$ cat src/rtl/core/lbpe_pkg.sv
// Package for the LED blink pattern engine: channel count, command and
// phase codes, and the layout of one channel record. No dependencies.
package lbpe_pkg;

  localparam int NumChannels = 4;
  localparam int ChanAw = (NumChannels > 1) ? $clog2(NumChannels) : 1;
  localparam logic [7:0] RepeatForever = 8'hFF;

  typedef enum logic [1:0] {
    CmdConfig  = 2'd0,
    CmdService = 2'd1,
    CmdTick    = 2'd2
  } cmd_e;

  typedef enum logic [1:0] {
    PhIdle = 2'd0,
    PhOn   = 2'd1,
    PhOff  = 2'd2
  } phase_e;

  typedef struct packed {
    phase_e      phase;
    logic [7:0]  repeats;
    logic        fixed;
    logic        fresh;
    logic [15:0] on_dur;
    logic [15:0] off_dur;
    logic [31:0] start;
  } chan_rec_t;

  localparam int RecW = $bits(chan_rec_t);

endpackage

$ cat src/rtl/core/lbpe_ram.sv
// Generic single-write, single-read RAM with a registered read port.
// Stand-alone; read returns the contents from before a same-cycle write.
module lbpe_ram #(
  parameter int Width = 8,
  parameter int Depth = 4,
  localparam int AddrW = (Depth > 1) ? $clog2(Depth) : 1
) (
  input  logic             clk_i,
  input  logic             we_i,
  input  logic [AddrW-1:0] waddr_i,
  input  logic [Width-1:0] wdata_i,
  input  logic             re_i,
  input  logic [AddrW-1:0] raddr_i,
  output logic [Width-1:0] rdata_o
);

  logic [Width-1:0] mem [Depth];
  logic [Width-1:0] rdata_q;

  // write port
  always_ff @(posedge clk_i) begin
    if (we_i) begin
      mem[waddr_i] <= wdata_i;
    end
  end

  // registered read, hold when not enabled
  always_ff @(posedge clk_i) begin
    if (re_i) begin
      rdata_q <= mem[raddr_i];
    end
  end

  assign rdata_o = rdata_q;

endmodule

$ cat src/rtl/core/led_blink_pattern_engine_top.sv
// Top level of the LED blink pattern engine: channel records in one RAM,
// shared tick counter, one result register. Uses lbpe_pkg and lbpe_ram.
//
//  channel  | handshake               | beat payload
//  ---------+-------------------------+-----------------------------------------
//  input    | in_valid_i / in_stall_o | command, channel, repeat_count,
//           |                         | off_ticks, on_ticks, steady_mode
//  output   | out_valid_o/out_stall_i | led_index, led_level
//
// One item per cycle while the output is not stalled. An input beat is registered
// in the second stage, then in the result register, which drives the result beat.
// Each record is read from the RAM on accept, modified in the second stage and
// written back as that stage moves on; a forwarding register covers back-to-back hits.
// Reset clears control flops and per-channel valid bits; an unwritten record
// reads as all zero, so no clearing pass is needed.
// A stalled output with a full result register stalls the input once the
// second stage also holds an item.
module led_blink_pattern_engine_top (
  input  logic        clk_i,
  input  logic        rst_ni,
  input  logic        in_valid_i,
  output logic        in_stall_o,
  input  logic [1:0]  command_i,
  input  logic [1:0]  channel_i,
  input  logic [7:0]  repeat_count_i,
  input  logic [15:0] off_ticks_i,
  input  logic [15:0] on_ticks_i,
  input  logic        steady_mode_i,
  output logic        out_valid_o,
  input  logic        out_stall_i,
  output logic [1:0]  led_index_o,
  output logic        led_level_o
);

  localparam int Aw = lbpe_pkg::ChanAw;

  logic                   in_accept;
  logic                   out_free;
  logic                   s2_fire;
  logic [31:0]            tick_q;

  // second stage: item whose record is being read
  logic                   s2_valid_q;
  lbpe_pkg::cmd_e         s2_cmd_q;
  logic [1:0]             s2_chan_q;
  logic [Aw-1:0]          s2_idx_q;
  logic                   s2_inrange_q;
  logic [7:0]             s2_repeat_q;
  logic [15:0]            s2_off_q;
  logic [15:0]            s2_on_q;
  logic                   s2_steady_q;

  // record store and forwarding
  logic [lbpe_pkg::NumChannels-1:0] rec_valid_q;
  logic                   rd_valid_q;
  logic                   fwd_valid_q;
  logic [Aw-1:0]          fwd_idx_q;
  lbpe_pkg::chan_rec_t    fwd_rec_q;
  logic [lbpe_pkg::RecW-1:0] ram_rdata;
  logic                   ram_we;
  logic [Aw-1:0]          rd_idx;

  lbpe_pkg::chan_rec_t    rec_cur;
  lbpe_pkg::chan_rec_t    rec_new;
  logic                   rec_wr;
  logic                   emit;
  logic                   emit_level;
  logic [31:0]            elapsed;

  logic                   out_valid_q;
  logic [1:0]             out_index_q;
  logic                   out_level_q;

  assign out_free   = !out_valid_q || !out_stall_i;
  assign s2_fire    = s2_valid_q && out_free;
  assign in_stall_o = s2_valid_q && !out_free;
  assign in_accept  = in_valid_i && !in_stall_o;
  assign rd_idx     = Aw'(channel_i);
  assign ram_we     = s2_fire && rec_wr;

  // advance the shared tick counter on a tick beat
  always_ff @(posedge clk_i or negedge rst_ni) begin
    if (!rst_ni) begin
      tick_q <= '0;
    end else if (in_accept && (command_i == lbpe_pkg::CmdTick)) begin
      tick_q <= tick_q + 32'd1;
    end
  end

  // load the second stage, hold it while the output is blocked
  always_ff @(posedge clk_i or negedge rst_ni) begin
    if (!rst_ni) begin
      s2_valid_q <= 1'b0;
    end else if (!s2_valid_q || out_free) begin
      s2_valid_q <= in_accept;
    end
  end

  always_ff @(posedge clk_i) begin
    if (in_accept) begin
      s2_cmd_q     <= lbpe_pkg::cmd_e'(command_i);
      s2_chan_q    <= channel_i;
      s2_idx_q     <= rd_idx;
      s2_inrange_q <= (32'(channel_i) < lbpe_pkg::NumChannels);
      s2_repeat_q  <= repeat_count_i;
      s2_off_q     <= off_ticks_i;
      s2_on_q      <= on_ticks_i;
      s2_steady_q  <= steady_mode_i;
    end
  end

  lbpe_ram #(
    .Width (lbpe_pkg::RecW),
    .Depth (lbpe_pkg::NumChannels)
  ) u_rec_ram (
    .clk_i   (clk_i),
    .we_i    (ram_we),
    .waddr_i (s2_idx_q),
    .wdata_i (rec_new),
    .re_i    (in_accept),
    .raddr_i (rd_idx),
    .rdata_o (ram_rdata)
  );

  // valid bits: an unwritten record reads as zero
  always_ff @(posedge clk_i or negedge rst_ni) begin
    if (!rst_ni) begin
      rec_valid_q <= '0;
      rd_valid_q  <= 1'b0;
    end else begin
      if (ram_we) begin
        rec_valid_q[s2_idx_q] <= 1'b1;
      end
      if (in_accept) begin
        rd_valid_q <= rec_valid_q[rd_idx];
      end
    end
  end

  // keep the last written record to cover a read that raced its write
  always_ff @(posedge clk_i or negedge rst_ni) begin
    if (!rst_ni) begin
      fwd_valid_q <= 1'b0;
    end else if (ram_we) begin
      fwd_valid_q <= 1'b1;
    end
  end

  always_ff @(posedge clk_i) begin
    if (ram_we) begin
      fwd_idx_q <= s2_idx_q;
      fwd_rec_q <= rec_new;
    end
  end

  // modify the record: configure or one step of the phase machine (a tick beat writes nothing)
  always_comb begin
    if (fwd_valid_q && (fwd_idx_q == s2_idx_q)) begin
      rec_cur = fwd_rec_q;
    end else if (rd_valid_q) begin
      rec_cur = lbpe_pkg::chan_rec_t'(ram_rdata);
    end else begin
      rec_cur = '0;
    end
    elapsed    = tick_q - rec_cur.start;
    rec_new    = rec_cur;
    rec_wr     = 1'b0;
    emit       = 1'b0;
    emit_level = 1'b0;
    if (s2_inrange_q) begin
      case (s2_cmd_q)
        lbpe_pkg::CmdConfig: begin
          rec_new.repeats = s2_repeat_q;
          rec_new.off_dur = s2_off_q;
          rec_new.on_dur  = s2_on_q;
          rec_new.fixed   = s2_steady_q;
          rec_new.fresh   = 1'b1;
          rec_wr          = 1'b1;
        end
        lbpe_pkg::CmdService: begin
          rec_wr = 1'b1;
          case (rec_cur.phase)
            lbpe_pkg::PhIdle: begin
              if (rec_cur.fixed && rec_cur.fresh) begin
                if ((rec_cur.on_dur != '0) && (rec_cur.off_dur == '0)) begin
                  emit       = 1'b1;
                  emit_level = 1'b1;
                end else if ((rec_cur.off_dur != '0) && (rec_cur.on_dur == '0)) begin
                  emit       = 1'b1;
                  emit_level = 1'b0;
                end
                rec_new.fresh = 1'b0;
              end else if (!rec_cur.fixed && (rec_cur.repeats != '0)) begin
                rec_new.start = tick_q;
                rec_new.phase = lbpe_pkg::PhOn;
                emit          = 1'b1;
                emit_level    = 1'b1;
              end
            end
            lbpe_pkg::PhOn: begin
              if (elapsed > {16'd0, rec_cur.on_dur}) begin
                rec_new.start = tick_q;
                rec_new.phase = lbpe_pkg::PhOff;
                emit          = 1'b1;
                emit_level    = 1'b0;
              end
            end
            lbpe_pkg::PhOff: begin
              if (elapsed > {16'd0, rec_cur.off_dur}) begin
                if (rec_cur.repeats != lbpe_pkg::RepeatForever) begin
                  rec_new.repeats = rec_cur.repeats - 8'd1;
                end
                rec_new.phase = lbpe_pkg::PhIdle;
              end
            end
            default: begin
              rec_new.phase = lbpe_pkg::PhIdle;
            end
          endcase
        end
        default: begin
          rec_wr = 1'b0;
        end
      endcase
    end
  end

  // result register
  always_ff @(posedge clk_i or negedge rst_ni) begin
    if (!rst_ni) begin
      out_valid_q <= 1'b0;
    end else if (out_free) begin
      out_valid_q <= s2_fire && emit;
    end
  end

  always_ff @(posedge clk_i) begin
    if (s2_fire && emit) begin
      out_index_q <= s2_chan_q;
      out_level_q <= emit_level;
    end
  end

  assign out_valid_o = out_valid_q;
  assign led_index_o = out_index_q;
  assign led_level_o = out_level_q;

`ifndef SYNTHESIS
  a_stall_needs_item: assert property (@(posedge clk_i) disable iff (!rst_ni)
    in_stall_o |-> s2_valid_q)
    else $error("input stalled with empty second stage");

  a_write_on_fire: assert property (@(posedge clk_i) disable iff (!rst_ni)
    ram_we |-> s2_fire && s2_inrange_q)
    else $error("record written without a moving item");

  a_result_channel: assert property (@(posedge clk_i) disable iff (!rst_ni)
    s2_fire && emit |=> out_valid_q && (out_index_q == $past(s2_chan_q)))
    else $error("result lost or carries the wrong channel");

  a_tick_step: assert property (@(posedge clk_i) disable iff (!rst_ni)
    in_accept && (command_i == lbpe_pkg::CmdTick) |=> tick_q == $past(tick_q) + 32'd1)
    else $error("tick counter did not advance");
`endif

endmodule
$ cat config.mk
export PLATFORM = sky130hd
export DESIGN_NAME = led_blink_pattern_engine_top
export DESIGN_NICKNAME = d
export VERILOG_FILES = /design/src/rtl/core/lbpe_pkg.sv /design/src/rtl/core/lbpe_ram.sv /design/src/rtl/core/led_blink_pattern_engine_top.sv
export SDC_FILE = /design/constraint.sdc
export NUM_CORES = 1
export LEC_CHECK = 0
export BUFFER_PORTS_ARGS = -buffer_cell sky130_fd_sc_hd__buf_2
export CORE_MARGIN = 5
export CORE_UTILIZATION = 35
export CTS_CLUSTER_DIAMETER = 40
export DETAILED_ROUTE_END_ITERATION = 8
export GPL_ROUTABILITY_DRIVEN = 1
export PLACE_DENSITY = 0.51
export SETUP_SLACK_MARGIN = 0.5
export SYNTH_ARGS = -nofsm -noshare
export SYNTH_HDL_FRONTEND = slang
export SYNTH_SLANG_ARGS = --single-unit
$ cat constraint.sdc
create_clock -name clk_i -period 27.5 [get_ports clk_i]
set_input_delay 5.5 -clock clk_i [delete_from_list [all_inputs] [get_ports clk_i]]
set_output_delay 5.5 -clock clk_i [all_outputs]
set_load 0.1 [all_outputs]
# Yosys cells after proc, flatten, opt, wreduce, memory -nomap -nowiden
# Memories as Yosys holds them, arrays and structs flattened. A register that Yosys moved wholly into a read port is not among the register bits.
# Index checks and enable logic that the tools add are counted.
[classes]
addsub = 3
mul = 0
div_mod_pow = 0
magnitude_cmp = 5
n_eq_ne = 6
shift = 0
mux = 37
bitwise_logic = 1
reduce_logical = 29
[op_table]
columns = ["operator", "count"]
rows = [
  ["32-bit 2-to-1 mux", 5],
  ["76-bit 2-to-1 mux", 2],
  ["32-bit by 16-bit greater-than comparator with 1-bit output", 2],
  ["32-bit one-hot mux with 2 select lines", 1],
  ["32-bit by 1-bit adder with 32-bit output, second input constant", 1],
  ["16-bit zero test", 2],
  ["16-bit nonzero test", 2],
  ["32-bit subtractor", 1],
  ["1-bit 2-to-1 mux", 16],
  ["8-bit 2-to-1 mux", 2],
  ["8-bit one-hot mux with 2 select lines", 1],
  ["1-bit logical AND", 12],
  ["10-bit 2-to-1 mux", 1],
  ["2-bit 2-to-1 mux", 4],
  ["8-bit inequality test, second input constant", 1],
  ["8-bit nonzero test", 1],
  ["8-bit by 1-bit subtractor with 8-bit output, second input constant", 1],
  ["1-bit zero test", 6],
  ["2-bit by 3-bit less-than comparator with 1-bit output, second input constant", 2],
  ["2-bit one-hot mux with 3 select lines", 1],
  ["2-bit by 1-bit == test with 1-bit output, second input constant", 2],
  ["2-bit == test, second input constant", 2],
  ["2-bit zero test", 2],
  ["4-bit OR", 1],
  ["8 further kinds", 10],
]
[totals]
register_bits = 166
latch_bits = 0
ram_bits = 304
rom_bits = 0
input_bits = 49
output_inout_bits = 5
word_cells = 104
n_memories = 1
[memory_table]
columns = ["name", "depth", "word_bits", "read_ports", "rd_ports_with_merged_regs", "wr", "line_no", "text"]
rows = [
  ["u_rec_ram.mem", 4, 76, 1, 1, 1, "lbpe_ram.sv:17", "logic [Width-1:0] mem [Depth];"],
]

# Depth between registers and ports, before layout
[logic_depth]
word_depth = 11
depth_mapped = 34
ltp_nobuf = 26

# Modules after synthesis
# A second synthesis with hierarchy kept.
[unflattened]
hier_cells = 1688
area_unflattened_um2 = 24821.3
[by_module_without_submodules]
columns = ["mod", "instances", "cells_per_inst", "area_per_inst_um2"]
rows = [
  ["lbpe_ram", 1, 477, 13324.0],
  ["led_blink_pattern_engine_top", 1, 1211, 11497.3],
]

# Least setup slack after synthesis
# Ideal clock, no wire load.
[synth_timing]
path_type = "input to register"
startpoint = "in out_stall_i"
endpoint = "reg rec_valid_q[2] in the netlist's numbering"
setup_ns = 0.114
t_arrival_ns = 14.297
setup_slack_ns = 13.089
cell_stages = 4
n_path_buf = 0
cell_sequence = "nand2_1 > nand2_1 > nor4b_1 > or2_2"
[synth_via]
elab_chain_cells = 4
[synth_lines]
columns = ["item", "line_no", "text"]
rows = [
  ["from (decl)", "led_blink_pattern_engine_top.sv:30", "input logic out_stall_i,"],
  ["1-bit zero test", "led_blink_pattern_engine_top.sv:74", "assign out_free = !out_valid_q || !out_stall_i;"],
  ["1-bit logical OR", "led_blink_pattern_engine_top.sv:74", ""],
  ["1-bit logical AND", "led_blink_pattern_engine_top.sv:75", "assign s2_fire = s2_valid_q && out_free;"],
  ["1-bit logical AND", "led_blink_pattern_engine_top.sv:79", "assign ram_we = s2_fire && rec_wr;"],
  ["to (signal assigned)", "led_blink_pattern_engine_top.sv:128", "rec_valid_q <= '0;"],
  ["to (signal, indexed assignment)", "led_blink_pattern_engine_top.sv:132", "rec_valid_q[s2_idx_q] <= 1'b1;"],
  ["to (decl)", "led_blink_pattern_engine_top.sv:54", "logic [lbpe_pkg::NumChannels-1:0] rec_valid_q;"],
]
# Every way passes these cells.
# A chain may end at the register's enable or synchronous reset.

# Final worst setup path
[layout_timing]
startpoint = "in out_stall_i"
endpoint = "out in_stall_o"
[layout_via]
elab_chain_cells = 4
[layout_lines]
columns = ["item", "line_no", "text"]
rows = [
  ["1-bit zero test", "led_blink_pattern_engine_top.sv:74", ""],
  ["1-bit logical OR", "led_blink_pattern_engine_top.sv:74", ""],
  ["1-bit zero test", "led_blink_pattern_engine_top.sv:76", "assign in_stall_o = s2_valid_q && !out_free;"],
  ["1-bit logical AND", "led_blink_pattern_engine_top.sv:76", ""],
  ["to (decl)", "led_blink_pattern_engine_top.sv:22", "output logic in_stall_o,"],
]
# Every way passes these cells.

==> impl_results.md <==
* Status: completed
* R2r endpoint: fwd_rec_q[0]
* Slowest CP cell: buf_2
* Hold endpoint: rec_valid_q[0]
* Max incr delay on CP at 0.42 ns
* Core footprint at 69900 sq um
* Kind of start point of the critical path: input port
* Worst-margin pin slew at 1.03 ns
* Power per cell area at 93.7 nW/um^2
* CTS tree: built
* Skew-Pair Late Insertion Delay at 0.63 ns
* Drt wl/cell at 21.7 um
* Mapped cell area at 24600 sq um
* Max-slew headroom at 31.0%
* Port Buf Inserts at 53
* Most frequent cell after synthesis: edfxtp_1
* Via density at 5.32
* Area Overhead vs Synth at 18.7%
* Die height at 275 um
* Ys flop type: edfxtp_1
* Synth top cells by count: edfxtp_1, a21oi_1, nor2_1, nand2_1, mux4_2
* Seq/Total Area, Yosys at 65.7%
* Setup Skew at 0.0394 ns
* Clock buffer depth at 3
* EDFF count, synth at 506
* Final Hold Viols at 0
* Global Route Usage Sum at 16.1%
* 1st-iter DRT viols at 1020
* GR Overflow Total at 0
* RSZ-0062 raised after global routing: false
* Reg-to-reg slack, setup at 19.49 ns
* Post-route antenna net violation count at 0
* Setup CP Type: input port to output port
* Post-Synthesis Cells at 1714
* Post-Syn Nets at 1821
* Yosys top cell by area: edfxtp_1
* Critical R2R Launch: fwd_valid_q
* CP Capture Type: output port
* Dominant cells by area after synthesis: edfxtp_1, mux4_2, dfrtp_1
* Post-route clock period utilization at 42.5%
* Lkg Pwr at 10.3 nW
* Hold buffer count at CTS at 0
* Clock net sink count at 546
* CP top delay family: buffers and inverters
* Fmax at 85.5 MHz
* Core Util, Final at 41.8%
* Design area at 29300 sq um
* Routability Congestion at 0.872
* Worst Hold Depth at 1
* Vias in the first global route at 15637
* Largest net degree at the start of global routing at 78
* Synth Warn # at 0
* WHS at 0.466 ns
* Detailed-route DRC error count at 0
* Required time of the critical path at 22.00 ns
* CTS buffer count at 88
* CP bufs+invs at 3
* Detailed Route WL at 60800 um
* Global-route wire length before repair at 93900 um
* Post-CTS Setup Inserts at 0
* CP most frequent cell: buf_2
* Post-Syn Area per Cell at 14.4 sq um
* Final Critical Period at 11.70 ns
* Die X at 275 um
* Initial Util at 35.3%
* Layout cells sized above 1 at 20.2%
* Synth async-reset ratio at 7.33%
* DR pass1 iterations at 5
* IR drop worst, VDD at 0.0586 mV
* Root Driver: clkbuf_16
* Ports at 54
* Reg clk slew, reported paths at 0.06 ns
* Non-filler cells, final at 2809
* Peak fanout along the critical path at 3
* Placed Area at 26000 sq um
* Crit-path cells: buf_2, nand3_1, inv_1, buf_2
* Die area at 75800 sq um
* Worst Hold Class: flop to flop
* Share of the synthesized area in the top cell type at 61.6%
* Setup TNS at 0 ns
* Post-DP HPWL at 36900 um
* NumNets Final at 1900
* Initial antenna violation count at 0
* Yosys cell types at 85
* Hold_sp: rec_valid_q[0]
* Std cell rows at 97
* N_diodes at 0
* Fillcell total at 6523
* CTS HTree Levels at 3
* Max_cap viols at 0
* Max Slew Vio Count at 0
* Vias post-DR at 14936
* Worst EP arrival at 6.20 ns
* Synthesis-stage register bit count at 546
* Setup-failing EPs final at 0
* Post-CTS resize count at 0
* # placed instances at 2643
* R2R depth at 24
-- cell families after synthesis --
group | share of synthesized area [%]
XOR/XNOR | 2.03
buffers and inverters | 2.16
AO/OA/AOI/OAI | 10.1
multiplexers | 7.38
AND/OR/NAND/NOR | 9.35
flip-flops | 65.7
adder cells (fa/ha/maj) | 3.31
-- cell usage in the layout (no fill, tap or decap), types with 9 or more instances in the layout --
cell type   instances
a21o_1             27
a21oi_1           139
a21oi_2            27
a31oi_1            20
and3_1             70
buf_2              51
buf_4              25
bufinv_16          19
clkbuf_1           11
clkbuf_16          89
clkinvlp_4         10
dfrtp_1            39
edfxtp_1          506
ha_1               58
inv_1              37
maj3_1              9
mux4_2             77
nand2_1            88
nand3_1            38
nand4_1            28
nor2_1            128
nor3_1             22
nor4_1              9
o21a_1             18
o21ai_0            43
or2_2              10
or3_1              16
xnor2_1            46
xor2_1              9
-- area by class of cell --
| class | count | area [sq um] | area share, % |
|---|---|---|---|
| flip-flops and latches | 546 | 16200 | 55.4 |
| multi-input cells | 1041 | 7980 | 27.3 |
| clock buffers | 105 | 2340 | 7.99 |
| well taps | 940 | 1180 | 4.02 |
| clock inverters | 61 | 956 | 3.27 |
| repair buffers | 77 | 454 | 1.55 |
| inverters | 39 | 151 | 0.518 |
-- per-stage QoR --
stage / total power [mW] / worst slack, ns
3_3_place_gp: 1.54 / 15.79
4_1_cts: 2.77 / 15.79
6_report: 2.74 / 15.80
2_1_floorplan: 1.40 / 13.09
5_1_grt: 2.87 / 15.76
3_5_place_dp: 1.55 / 15.79
-- report_power, final --
| group | switching [mW] | internal [mW] |
|---|---|---|
| combinational | 0.326 | 0.182 |
| sequential | 0.0240 | 1.00 |
| clock | 0.408 | 0.796 |
| total | 0.758 | 1.98 |
-- worst max-delay path by stage --
stage                           endpoint         from  slack, ns  cells past startpoint
after floorplan           rec_valid_q[2]  out_stall_i      13.09                      4
after global placement        in_stall_o  out_stall_i      15.79                      4
after detailed placement      in_stall_o  out_stall_i      15.79                      4
after CTS                     in_stall_o  out_stall_i      15.79                      4
after global routing          in_stall_o  out_stall_i      15.76                      4
final                         in_stall_o  out_stall_i      15.80                      4
-- registers in the layout (all words and copies together), names as in the netlist --
register	count
u_rec_ram.mem	304
out_valid_o	1
fwd_rec_q	76
led_index_o	2
rd_valid_q	1
s2_off_q	16
s2_steady_q	1
s2_on_q	16
rec_valid_q	4
s2_valid_q	1
u_rec_ram.rdata_o	76
tick_q	32
s2_repeat_q	8
led_level_o	1
s2_cmd_q	2
fwd_valid_q	1
fwd_idx_q	2
s2_idx_q	2
-- layer usage --
layer	wire, um	global-route usage (%)
met1	27500	22.0
met2	29300	26.3
met3	2520	2.69
met4	1530	5.38
met5	0	0
Note: power is estimated with default switching activity, not from simulation.
